## src/hw/rtl/tlk_pkg.sv

```systemverilog
// shared types and constants for the timestamp lru key table
package tlk_pkg;

  localparam int unsigned DEF_CAPACITY = 64;
  localparam int unsigned CFG_W        = 7;
  localparam int unsigned KEY_W        = 32;
  localparam int unsigned TICK_W       = 32;

  localparam logic [CFG_W-1:0]  CAP_RESET    = 7'd64;
  localparam logic [TICK_W-1:0] TICK_NONE    = 32'hFFFF_FFFF;
  localparam logic [KEY_W-1:0]  KEY_ONES     = 32'hFFFF_FFFF;
  localparam logic [KEY_W-1:0]  EMPTY_OLDEST = 32'h000F_FFFF;

  localparam logic OP_LOOKUP = 1'b0;
  localparam logic OP_ENTER  = 1'b1;

  typedef enum logic [2:0] {
    ST_IDLE,
    ST_FIND,
    ST_DECIDE,
    ST_MIN,
    ST_TAKE_MIN,
    ST_DONE
  } state_e;

  typedef struct packed {
    logic accept;
    logic decide;
    logic start_min;
    logic take_min;
    logic load_out;
  } cmd_t;

  typedef struct packed {
    logic scan_done;
    logic need_min;
    logic out_busy;
  } sts_t;

endpackage

```

## src/hw/rtl/tlk_if.sv

```systemverilog
// input and result channel interfaces
interface tlk_in_if;
  logic        valid;
  logic        ready;
  logic        operation;
  logic [31:0] key;
  logic [31:0] tick;

  modport source (output valid, output operation, output key, output tick, input ready);
  modport sink (input valid, input operation, input key, input tick, output ready);
endinterface

interface tlk_out_if;
  logic        valid;
  logic        ready;
  logic        success;
  logic        found;
  logic [31:0] stored_tick;

  modport source (output valid, output success, output found, output stored_tick, input ready);
  modport sink (input valid, input success, input found, input stored_tick, output ready);
endinterface

```

## src/hw/rtl/timestamp_lru_key_table.sv

```systemverilog
// A bounded table of up to CAPACITY (key, tick) pairs with oldest-tick eviction. Each beat
// is handled alone: it is accepted, then the key scan reads one slot per cycle through the
// single read port of the slot memories and compares each registered read, then the
// table is updated. When the oldest key must be found again (table just became full, oldest
// key refreshed, or an eviction attempt) a second scan over all slots follows and the oldest
// key is taken from it. The result then moves into the output register once the previous
// result has left it; the next beat is accepted while a result still waits in the output
// register.
module timestamp_lru_key_table #(
  parameter int unsigned CAPACITY = tlk_pkg::DEF_CAPACITY
) (
  input  logic                      clk_i,
  input  logic                      rst_ni,
  input  logic                      cfg_we_i,
  input  logic [tlk_pkg::CFG_W-1:0] cfg_wdata_i,
  tlk_in_if.sink                    in_i,
  tlk_out_if.source                 out_o
);
  import tlk_pkg::*;

  cmd_t cmd;
  sts_t sts;

  tlk_ctrl u_ctrl (
    .clk_i      (clk_i),
    .rst_ni     (rst_ni),
    .in_valid_i (in_i.valid),
    .in_ready_o (in_i.ready),
    .sts_i      (sts),
    .cmd_o      (cmd)
  );

  tlk_dp #(
    .CAPACITY (CAPACITY)
  ) u_dp (
    .clk_i             (clk_i),
    .rst_ni            (rst_ni),
    .cfg_we_i          (cfg_we_i),
    .cfg_wdata_i       (cfg_wdata_i),
    .cmd_i             (cmd),
    .sts_o             (sts),
    .in_op_i           (in_i.operation),
    .in_key_i          (in_i.key),
    .in_tick_i         (in_i.tick),
    .out_ready_i       (out_o.ready),
    .out_valid_o       (out_o.valid),
    .out_success_o     (out_o.success),
    .out_found_o       (out_o.found),
    .out_stored_tick_o (out_o.stored_tick)
  );

endmodule

```

## src/hw/rtl/tlk_ctrl.sv

```systemverilog
// sequencer for lookup, update and oldest-tick search
module tlk_ctrl (
  input  logic         clk_i,
  input  logic         rst_ni,
  input  logic         in_valid_i,
  output logic         in_ready_o,
  input  tlk_pkg::sts_t sts_i,
  output tlk_pkg::cmd_t cmd_o
);
  import tlk_pkg::*;

  state_e state_q, state_d;

  always_ff @(posedge clk_i or negedge rst_ni) begin
    if (!rst_ni) begin
      state_q <= ST_IDLE;
    end else begin
      state_q <= state_d;
    end
  end

  always_comb begin
    state_d = state_q;
    unique case (state_q)
      ST_IDLE: begin
        if (in_valid_i) state_d = ST_FIND;
      end
      ST_FIND: begin
        if (sts_i.scan_done) state_d = ST_DECIDE;
      end
      ST_DECIDE: begin
        state_d = sts_i.need_min ? ST_MIN : ST_DONE;
      end
      ST_MIN: begin
        if (sts_i.scan_done) state_d = ST_TAKE_MIN;
      end
      ST_TAKE_MIN: begin
        state_d = ST_DONE;
      end
      ST_DONE: begin
        if (!sts_i.out_busy) state_d = ST_IDLE;
      end
      default: begin
        state_d = ST_IDLE;
      end
    endcase
  end

  always_comb begin
    in_ready_o      = 1'b0;
    cmd_o           = '0;
    unique case (state_q) inside
      ST_IDLE: begin
        in_ready_o   = 1'b1;
        cmd_o.accept = in_valid_i;
      end
      ST_DECIDE: begin
        cmd_o.decide    = 1'b1;
        cmd_o.start_min = sts_i.need_min;
      end
      ST_TAKE_MIN: begin
        cmd_o.take_min = 1'b1;
      end
      ST_DONE: begin
        cmd_o.load_out = !sts_i.out_busy;
      end
      ST_FIND, ST_MIN: begin
      end
      default: begin
      end
    endcase
  end

  assert property (@(posedge clk_i) disable iff (!rst_ni)
    cmd_o.accept |=> state_q == ST_FIND)
    else $error("accepted beat did not start a key scan");

  assert property (@(posedge clk_i) disable iff (!rst_ni)
    cmd_o.start_min |=> state_q == ST_MIN)
    else $error("minimum search started outside its state");

  assert property (@(posedge clk_i) disable iff (!rst_ni)
    cmd_o.load_out |=> state_q == ST_IDLE)
    else $error("result loaded without returning to idle");

endmodule

```

## src/hw/rtl/tlk_dp.sv

```systemverilog
// slot memories, valid bits, scan engine and result register
module tlk_dp #(
  parameter int unsigned CAPACITY = tlk_pkg::DEF_CAPACITY
) (
  input  logic                        clk_i,
  input  logic                        rst_ni,
  input  logic                        cfg_we_i,
  input  logic [tlk_pkg::CFG_W-1:0]   cfg_wdata_i,
  input  tlk_pkg::cmd_t               cmd_i,
  output tlk_pkg::sts_t               sts_o,
  input  logic                        in_op_i,
  input  logic [tlk_pkg::KEY_W-1:0]   in_key_i,
  input  logic [tlk_pkg::TICK_W-1:0]  in_tick_i,
  input  logic                        out_ready_i,
  output logic                        out_valid_o,
  output logic                        out_success_o,
  output logic                        out_found_o,
  output logic [tlk_pkg::TICK_W-1:0]  out_stored_tick_o
);
  import tlk_pkg::*;

  localparam int unsigned AW = (CAPACITY > 1) ? $clog2(CAPACITY) : 1;
  localparam int unsigned CW = $clog2(CAPACITY + 1);
  localparam int unsigned EW = (CW > CFG_W) ? CW : CFG_W;

  // slot storage
  logic [KEY_W-1:0]  key_mem  [CAPACITY];
  logic [TICK_W-1:0] tick_mem [CAPACITY];
  logic [CAPACITY-1:0] valid_q;

  logic [CFG_W-1:0]  cap_q;
  logic [CW-1:0]     count_q;
  logic [KEY_W-1:0]  oldest_q;

  // latched beat
  logic              op_q;
  logic [KEY_W-1:0]  key_q;
  logic [TICK_W-1:0] tick_q;

  // scan engine
  logic              scan_q;
  logic              mode_min_q;
  logic [AW-1:0]     cnt_q;
  logic              rd_vld_q;
  logic              rd_vbit_q;
  logic [AW-1:0]     rd_idx_q;
  logic [KEY_W-1:0]  rd_key_q;
  logic [TICK_W-1:0] rd_tick_q;

  // scan results
  logic              hit_q, vic_q, free_q;
  logic [AW-1:0]     hit_idx_q, vic_idx_q, free_idx_q;
  logic [TICK_W-1:0] hit_tick_q;
  logic [TICK_W-1:0] best_tick_q;
  logic [KEY_W-1:0]  best_key_q;

  // pending and output result
  logic              res_ok_q, res_found_q;
  logic [TICK_W-1:0] res_tick_q;
  logic              out_valid_q, out_success_q, out_found_q;
  logic [TICK_W-1:0] out_tick_q;

  // update decision
  logic [EW-1:0]     cap_ext, cap_lim, cap_eff, count_ext;
  logic              full;
  logic              mem_we, set_en, clr_en, cnt_inc, ok, need_min;
  logic [AW-1:0]     wa;
  logic [CAPACITY-1:0] valid_d;

  assign cap_ext   = EW'(cap_q);
  assign cap_lim   = EW'(CAPACITY);
  assign cap_eff   = (cap_ext > cap_lim) ? cap_lim : cap_ext;
  assign count_ext = EW'(count_q);
  assign full      = count_ext >= cap_eff;

  always_comb begin
    mem_we   = 1'b0;
    set_en   = 1'b0;
    clr_en   = 1'b0;
    cnt_inc  = 1'b0;
    ok       = 1'b1;
    need_min = 1'b0;
    wa       = hit_idx_q;
    if (op_q == OP_ENTER) begin
      if (hit_q) begin
        mem_we   = 1'b1;
        wa       = hit_idx_q;
        need_min = full && (key_q == oldest_q);
      end else if (!full) begin
        if (free_q) begin
          mem_we   = 1'b1;
          wa       = free_idx_q;
          set_en   = 1'b1;
          cnt_inc  = 1'b1;
          need_min = (count_ext + EW'(1)) == cap_eff;
        end else begin
          ok = 1'b0;
        end
      end else begin
        need_min = 1'b1;
        if (vic_q) begin
          clr_en = 1'b1;
          mem_we = 1'b1;
          set_en = 1'b1;
          wa     = (free_q && (free_idx_q < vic_idx_q)) ? free_idx_q : vic_idx_q;
        end else begin
          ok = 1'b0;
        end
      end
    end
  end

  always_comb begin
    valid_d = valid_q;
    if (clr_en) valid_d[vic_idx_q] = 1'b0;
    if (set_en) valid_d[wa] = 1'b1;
  end

  assign sts_o.scan_done = !scan_q && !rd_vld_q;
  assign sts_o.need_min  = need_min;
  assign sts_o.out_busy  = out_valid_q && !out_ready_i;

  // memory write and registered read
  always_ff @(posedge clk_i) begin
    if (cmd_i.decide && mem_we) begin
      key_mem[wa]  <= key_q;
      tick_mem[wa] <= tick_q;
    end
  end

  always_ff @(posedge clk_i) begin
    if (scan_q) begin
      rd_key_q  <= key_mem[cnt_q];
      rd_tick_q <= tick_mem[cnt_q];
    end
  end

  // control state
  always_ff @(posedge clk_i or negedge rst_ni) begin
    if (!rst_ni) begin
      cap_q       <= CAP_RESET;
      count_q     <= '0;
      oldest_q    <= '0;
      valid_q     <= '0;
      scan_q      <= 1'b0;
      mode_min_q  <= 1'b0;
      cnt_q       <= '0;
      rd_vld_q    <= 1'b0;
      out_valid_q <= 1'b0;
    end else begin
      if (cfg_we_i) cap_q <= cfg_wdata_i;
      if (cmd_i.decide) begin
        valid_q <= valid_d;
        if (cnt_inc) count_q <= count_q + CW'(1);
      end
      if (cmd_i.take_min) begin
        oldest_q <= (best_key_q == KEY_ONES) ? '0 : best_key_q;
      end
      rd_vld_q <= scan_q;
      if (cmd_i.accept || cmd_i.start_min) begin
        scan_q     <= 1'b1;
        cnt_q      <= '0;
        mode_min_q <= cmd_i.start_min;
      end else if (scan_q) begin
        if (cnt_q == AW'(CAPACITY - 1)) begin
          scan_q <= 1'b0;
        end else begin
          cnt_q <= cnt_q + AW'(1);
        end
      end
      if (cmd_i.load_out) begin
        out_valid_q <= 1'b1;
      end else if (out_ready_i) begin
        out_valid_q <= 1'b0;
      end
    end
  end

  // datapath registers
  always_ff @(posedge clk_i) begin
    if (scan_q) begin
      rd_vbit_q <= valid_q[cnt_q];
      rd_idx_q  <= cnt_q;
    end
    if (cmd_i.accept) begin
      op_q   <= in_op_i;
      key_q  <= in_key_i;
      tick_q <= in_tick_i;
      hit_q  <= 1'b0;
      vic_q  <= 1'b0;
      free_q <= 1'b0;
    end else if (rd_vld_q && !mode_min_q) begin
      if (rd_vbit_q && !hit_q && (rd_key_q == key_q)) begin
        hit_q      <= 1'b1;
        hit_idx_q  <= rd_idx_q;
        hit_tick_q <= rd_tick_q;
      end
      if (rd_vbit_q && !vic_q && (rd_key_q == oldest_q)) begin
        vic_q     <= 1'b1;
        vic_idx_q <= rd_idx_q;
      end
      if (!rd_vbit_q && !free_q) begin
        free_q     <= 1'b1;
        free_idx_q <= rd_idx_q;
      end
    end
    if (cmd_i.start_min) begin
      best_tick_q <= TICK_NONE;
      best_key_q  <= EMPTY_OLDEST;
    end else if (rd_vld_q && mode_min_q && rd_vbit_q && (rd_tick_q < best_tick_q)) begin
      best_tick_q <= rd_tick_q;
      best_key_q  <= rd_key_q;
    end
    if (cmd_i.decide) begin
      res_ok_q    <= ok;
      res_found_q <= hit_q;
      res_tick_q  <= ((op_q == OP_LOOKUP) && hit_q) ? hit_tick_q : '0;
    end
    if (cmd_i.load_out) begin
      out_success_q <= res_ok_q;
      out_found_q   <= res_found_q;
      out_tick_q    <= res_tick_q;
    end
  end

  assign out_valid_o       = out_valid_q;
  assign out_success_o     = out_success_q;
  assign out_found_o       = out_found_q;
  assign out_stored_tick_o = out_tick_q;

  assert property (@(posedge clk_i) disable iff (!rst_ni)
    $countones(valid_q) == int'(count_q))
    else $error("valid slots disagree with entry count");

  assert property (@(posedge clk_i) disable iff (!rst_ni)
    (cmd_i.decide && mem_we) |-> !scan_q && !rd_vld_q)
    else $error("slot write during a scan");

  assert property (@(posedge clk_i) disable iff (!rst_ni)
    (cmd_i.decide && set_en) |-> !valid_q[wa] || (clr_en && wa == vic_idx_q))
    else $error("insert into an occupied slot");

endmodule

```

## src/flat_wrapper.sv

```systemverilog
// flat-port wrapper written by rule: the top's interface ports become plain ports
module timestamp_lru_key_table_flat import tlk_pkg::*;
#(
  parameter int unsigned CAPACITY = tlk_pkg::DEF_CAPACITY
)
  (clk_i, rst_ni, cfg_we_i, cfg_wdata_i, in_i_valid, in_i_operation, in_i_key, in_i_tick, in_i_ready, out_o_valid, out_o_success, out_o_found, out_o_stored_tick, out_o_ready);
  tlk_in_if in_i_i ();
  tlk_out_if out_o_i ();
  input  logic clk_i;
  input  logic rst_ni;
  input  logic cfg_we_i;
  input  logic [tlk_pkg::CFG_W-1:0] cfg_wdata_i;
  input wire logic [$bits(in_i_i.valid)-1:0] in_i_valid;
  input wire logic [$bits(in_i_i.operation)-1:0] in_i_operation;
  input wire logic [$bits(in_i_i.key)-1:0] in_i_key;
  input wire logic [$bits(in_i_i.tick)-1:0] in_i_tick;
  output wire logic [$bits(in_i_i.ready)-1:0] in_i_ready;
  output wire logic [$bits(out_o_i.valid)-1:0] out_o_valid;
  output wire logic [$bits(out_o_i.success)-1:0] out_o_success;
  output wire logic [$bits(out_o_i.found)-1:0] out_o_found;
  output wire logic [$bits(out_o_i.stored_tick)-1:0] out_o_stored_tick;
  input wire logic [$bits(out_o_i.ready)-1:0] out_o_ready;
  assign in_i_i.valid = in_i_valid;
  assign in_i_i.operation = in_i_operation;
  assign in_i_i.key = in_i_key;
  assign in_i_i.tick = in_i_tick;
  assign in_i_ready = in_i_i.ready;
  assign out_o_valid = out_o_i.valid;
  assign out_o_success = out_o_i.success;
  assign out_o_found = out_o_i.found;
  assign out_o_stored_tick = out_o_i.stored_tick;
  assign out_o_i.ready = out_o_ready;
  timestamp_lru_key_table #(.CAPACITY(CAPACITY)) u_core (.clk_i(clk_i), .rst_ni(rst_ni), .cfg_we_i(cfg_we_i), .cfg_wdata_i(cfg_wdata_i), .in_i(in_i_i), .out_o(out_o_i));
endmodule
```

## config.mk

```make
export PLATFORM = sky130hd
export DESIGN_NAME = timestamp_lru_key_table_flat
export DESIGN_NICKNAME = d
export VERILOG_FILES = /design/src/hw/rtl/tlk_pkg.sv /design/src/hw/rtl/tlk_if.sv /design/src/hw/rtl/timestamp_lru_key_table.sv /design/src/hw/rtl/tlk_ctrl.sv /design/src/hw/rtl/tlk_dp.sv /design/src/flat_wrapper.sv
export SDC_FILE = /design/constraint.sdc
export NUM_CORES = 2
export LEC_CHECK = 0
export BUFFER_PORTS_ARGS = -buffer_cell sky130_fd_sc_hd__buf_2
export CORE_MARGIN = 1
export CORE_UTILIZATION = 62
export DETAILED_ROUTE_END_ITERATION = 8
export PLACE_DENSITY = 0.78
export RECOVER_POWER = 25
export SLEW_MARGIN = 10
export SYNTH_ARGS = -nofsm -noshare
export SYNTH_HDL_FRONTEND = slang
export SYNTH_SLANG_ARGS = --single-unit
```

## constraint.sdc

```tcl
create_clock -name clk_i -period 11.7 [get_ports clk_i]
set_input_delay 0.585 -clock clk_i [delete_from_list [all_inputs] [get_ports clk_i]]
set_output_delay 0.585 -clock clk_i [all_outputs]
set_load 0.1 [all_outputs]
```

==> out/metrics.yaml <==
clock_tree:
  cts_resized: 0
  clock-root-buffer: "clkbuf_16"
  insertion_delay_ns: 1.03
  cts_tree: "done"
  cts_buffers: 432
  h-tree-depth: 5
  cts_hold_buf: 82
  cts_setup_buffers: 0
  clk_pin_slew_ns: 0.06
  clockBufferDepth: 4
  clock_sinks: 4540
timing:
  finalHoldViolations: 0
  period_needed_ns: 6.32
  drv_slew: 2475
  slew_headroom_pct: -187
  tightestPinTransition_ns: 4.30
  max_clock_freq_mhz: 158
  rsz0062_at_grt: "no"
  setup_viol: 0
  skew_ns: 0.105
  period_share_pct: 54.1
  setup-tns-final_ns: 0
power:
  p_leak_nw: 61.8
  p_per_area_nw_per_um2: 241
  power_mw: 47.0
  ir_worst_vdd_mv: 0.223
synthesis:
  synth_most_common_cell: "edfxtp_1"
  synthDistinctLibCells: 65
  synth_ff_type: "edfxtp_1"
  synth_edf_count: 4350
  synth-seq-cells: 4540
  synth_cells: 7162
  synthesis.nets: 7284
  avgSynthCellArea_um2: 24.2
  async_flop_share_pct: 2.71
  synthAdderAreaFrac_pct: 0.325
  ys.warnings.count: 0
  synthTopCellsByCount: "edfxtp_1, mux4_2, clkbuf_1"
  yosysTopAreaCell: "edfxtp_1"
  synthSimpleGateAreaFrac_pct: 1.05
  synth-xor-area-share_pct: 0.564
  muxShareOfSynthArea_pct: 18.2
  netlist.area_leader.share_pct: 75.4
  synth_area_leaders: "edfxtp_1, mux4_2, dfrtp_1, dfxtp_1, clkbuf_1"
  synth_compound_area_share_pct: 1.02
  synth_top_family_by_area: "multiplexers"
  synth-seq-area-share_pct: 78.0
  syn_area_um2: 173000
worst_setup_path:
  cp_num_cells: 9
  max_stage_delay_ns: 2.90
  crit_path_end: "u_core.u_dp.best_tick_q[0]"
  crit_family: "buffers and inverters"
  path_max_fanout: 67
  worstPathArrival_ns: 7.22
  rr_worst_depth: 9
  slowest_stage: "clkbuf_1"
  startpoint: "u_core.u_dp.key_q[5]"
  worstPathCellList: "clkbuf_1 > xor2_1 > nor4_1 > nand4_1 > o21ai_0 > a32oi_1 > or2_2 > buf_4 > nand2_1"
  crit_buf_inv: 2
  startpoint_type: "flip-flop"
  crit_required_ns: 12.59
  r2r_slack_ns: 5.38
  r2r-start: "u_core.u_dp.key_q[5]"
  r2r-end: "u_core.u_dp.best_tick_q[0]"
  crit_path_end_kind: "flip-flop"
  critical_path_class: "reg -> reg"
global_routing:
  grt_use_total_pct: 39.1
  gr-total-overflow: 0
  grt_pass1_wl_um: 742000
  grt_max_degree: 131
  antenna_found_initial: 61
  grt_pass1_vias: 89600
floorplan:
  floorplan.initialDensity_pct: 62.5
  ios: 113
  core_um2: 277000
  rows: 193
  die_x_um: 531
  die_h_um: 531
  dieArea_um2: 281000
drt:
  firstDrtPassIters: 6
  via_count: 91100
  detail-route-antenna-nets: 0
  routed_wl_um: 543000
  vias_per_cell: 7.72
  drcViolationCount: 0
  wire_per_inst_um: 46.0
  first_iter_violations: 16600
place:
  dpl.hpwl_um: 262000
  gp_congestion: 0.868
  io_buffers: 112
final_layout:
  drive_above_1_share_pct: 30.0
  nets: 7810
  area_growth_pct: 12.5
  final_core_util_pct: 70.3
hold_path:
  whs_path_depth: 3
  hp-class: "in -> reg"
run_status:
  violations: "capacitance limit, slew limit"
  status: "finished, violations left"
job:
  drv_cap: 42
==> state kept, by name (all words and copies together) (netlist names), 7 cells and up <==
name,count
u_core.u_dp.best_tick_q,32
u_core.u_dp.tick_q,32
u_core.u_dp.key_mem,2048
u_core.u_dp.cap_ext,7
u_core.u_dp.res_tick_q,32
u_core.u_dp.best_key_q,32
u_core.u_dp.rd_tick_q,32
u_core.u_dp.valid_q,64
u_core.u_dp.oldest_q,32
u_core.u_dp.count_ext,7
u_core.u_dp.hit_tick_q,32
u_core.u_dp.out_stored_tick_o,32
u_core.u_dp.rd_key_q,32
u_core.u_dp.key_q,32
u_core.u_dp.tick_mem,2048
==> worst register-to-register path, stage by stage, from the launching register on <==
cell and delay [ns]:
edfxtp_1 0.32, clkbuf_1 2.90, xor2_1 0.54, nor4_1 0.37
nand4_1 0.20, o21ai_0 0.38, a32oi_1 0.20, or2_2 0.61
buf_4 0.44, nand2_1 0.30
==> final cells by class <==
cell class / instances / area [um^2]
fillers: 14900 / 82300
diodes: 38 / 95.1
clock buffers: 525 / 11400
repair buffers: 459 / 3350
well taps: 3705 / 4640
clock inverters: 282 / 3240
inverters: 52 / 200
multi-input cells: 2203 / 36900
flip-flops and latches: 4540 / 135000
==> kinds of logic (layout without fill, tap and decap cells) <==
logic type | count (synthesis) | count (layout)
compound gates | 253 | 253
other cells | 0 | 38
xor+xnor | 110 | 110
fa+ha+maj | 45 | 45
flops | 4540 | 4540
mux | 1435 | 1435
simple gates | 360 | 360
buf+inv | 419 | 1318
==> stage by stage <==
step           area [um^2]  setup slack [ns]  cells  hold slack [ns]
3_3_place_gp        180000              5.96  10900            0.404
4_1_cts             195000              5.73  11800            0.104
3_5_place_dp        180000              5.81  10900            0.405
5_1_grt             195000              5.43  11800            0.178
2_1_floorplan       173000              3.78   7162            0.289
6_report            195000              5.38  11800            0.136
==> cells in the final DEF, fill, tap and decap left out, drive strengths merged, types with 7 or more instances in the layout <==
master and instances:
ha 45, nand2 95, a22o 32, diode 38
and2 33, nor3 80, o31ai 40, nand2b 7
mux2i 63, nand4 23, clkbuf 579, edfxtp 4350
o21ai 99, inv 63, clkinv 188, clkinvlp 26
mux4 1365, nor4 27, dfrtp 122, xor2 94
o211ai 15, mux2 7, xnor2 15, dlygate4sd3 82
nor2 37, buf 323, a21o 11, bufinv 57
dfxtp 67, nand3 31, a21oi 10
==> where the power goes <==
part	switching, mW	leakage, nW	internal [mW]
Sequential	0.844	41.4	18.5
Clock	6.57	7.05	8.24
Combinational	7.35	13.4	5.47
Total	14.8	61.8	32.2
==> how the worst min path moves through the flow <==
stage | endpoint | start | slack [ns]
after floorplan | u_core.u_ctrl.state_q[0] | rst_ni | 0.29
after global placement | u_core.u_dp.out_stored_tick_o[2] | u_core.u_dp.res_tick_q[2] | 0.40
after detailed placement | u_core.u_dp.out_stored_tick_o[22] | u_core.u_dp.res_tick_q[22] | 0.40
final | u_core.u_ctrl.state_q[0] | in_i_valid | 0.14
after CTS | u_core.u_ctrl.state_q[0] | in_i_valid | 0.10
after global routing | u_core.u_ctrl.state_q[0] | in_i_valid | 0.18
==> per-layer routing <==
| metal | share of wire [%] | GRT usage, % | routed length [um] |
|---|---|---|---|
| met2 | 46 | 60.0 | 252000 |
| met4 | 8.5 | 26.1 | 46400 |
| met5 | 0.11 | 0 | 594 |
| met3 | 15 | 11.8 | 78800 |
| met1 | 30 | 48.8 | 165000 |
Note: power is estimated with default switching activity, not from simulation.
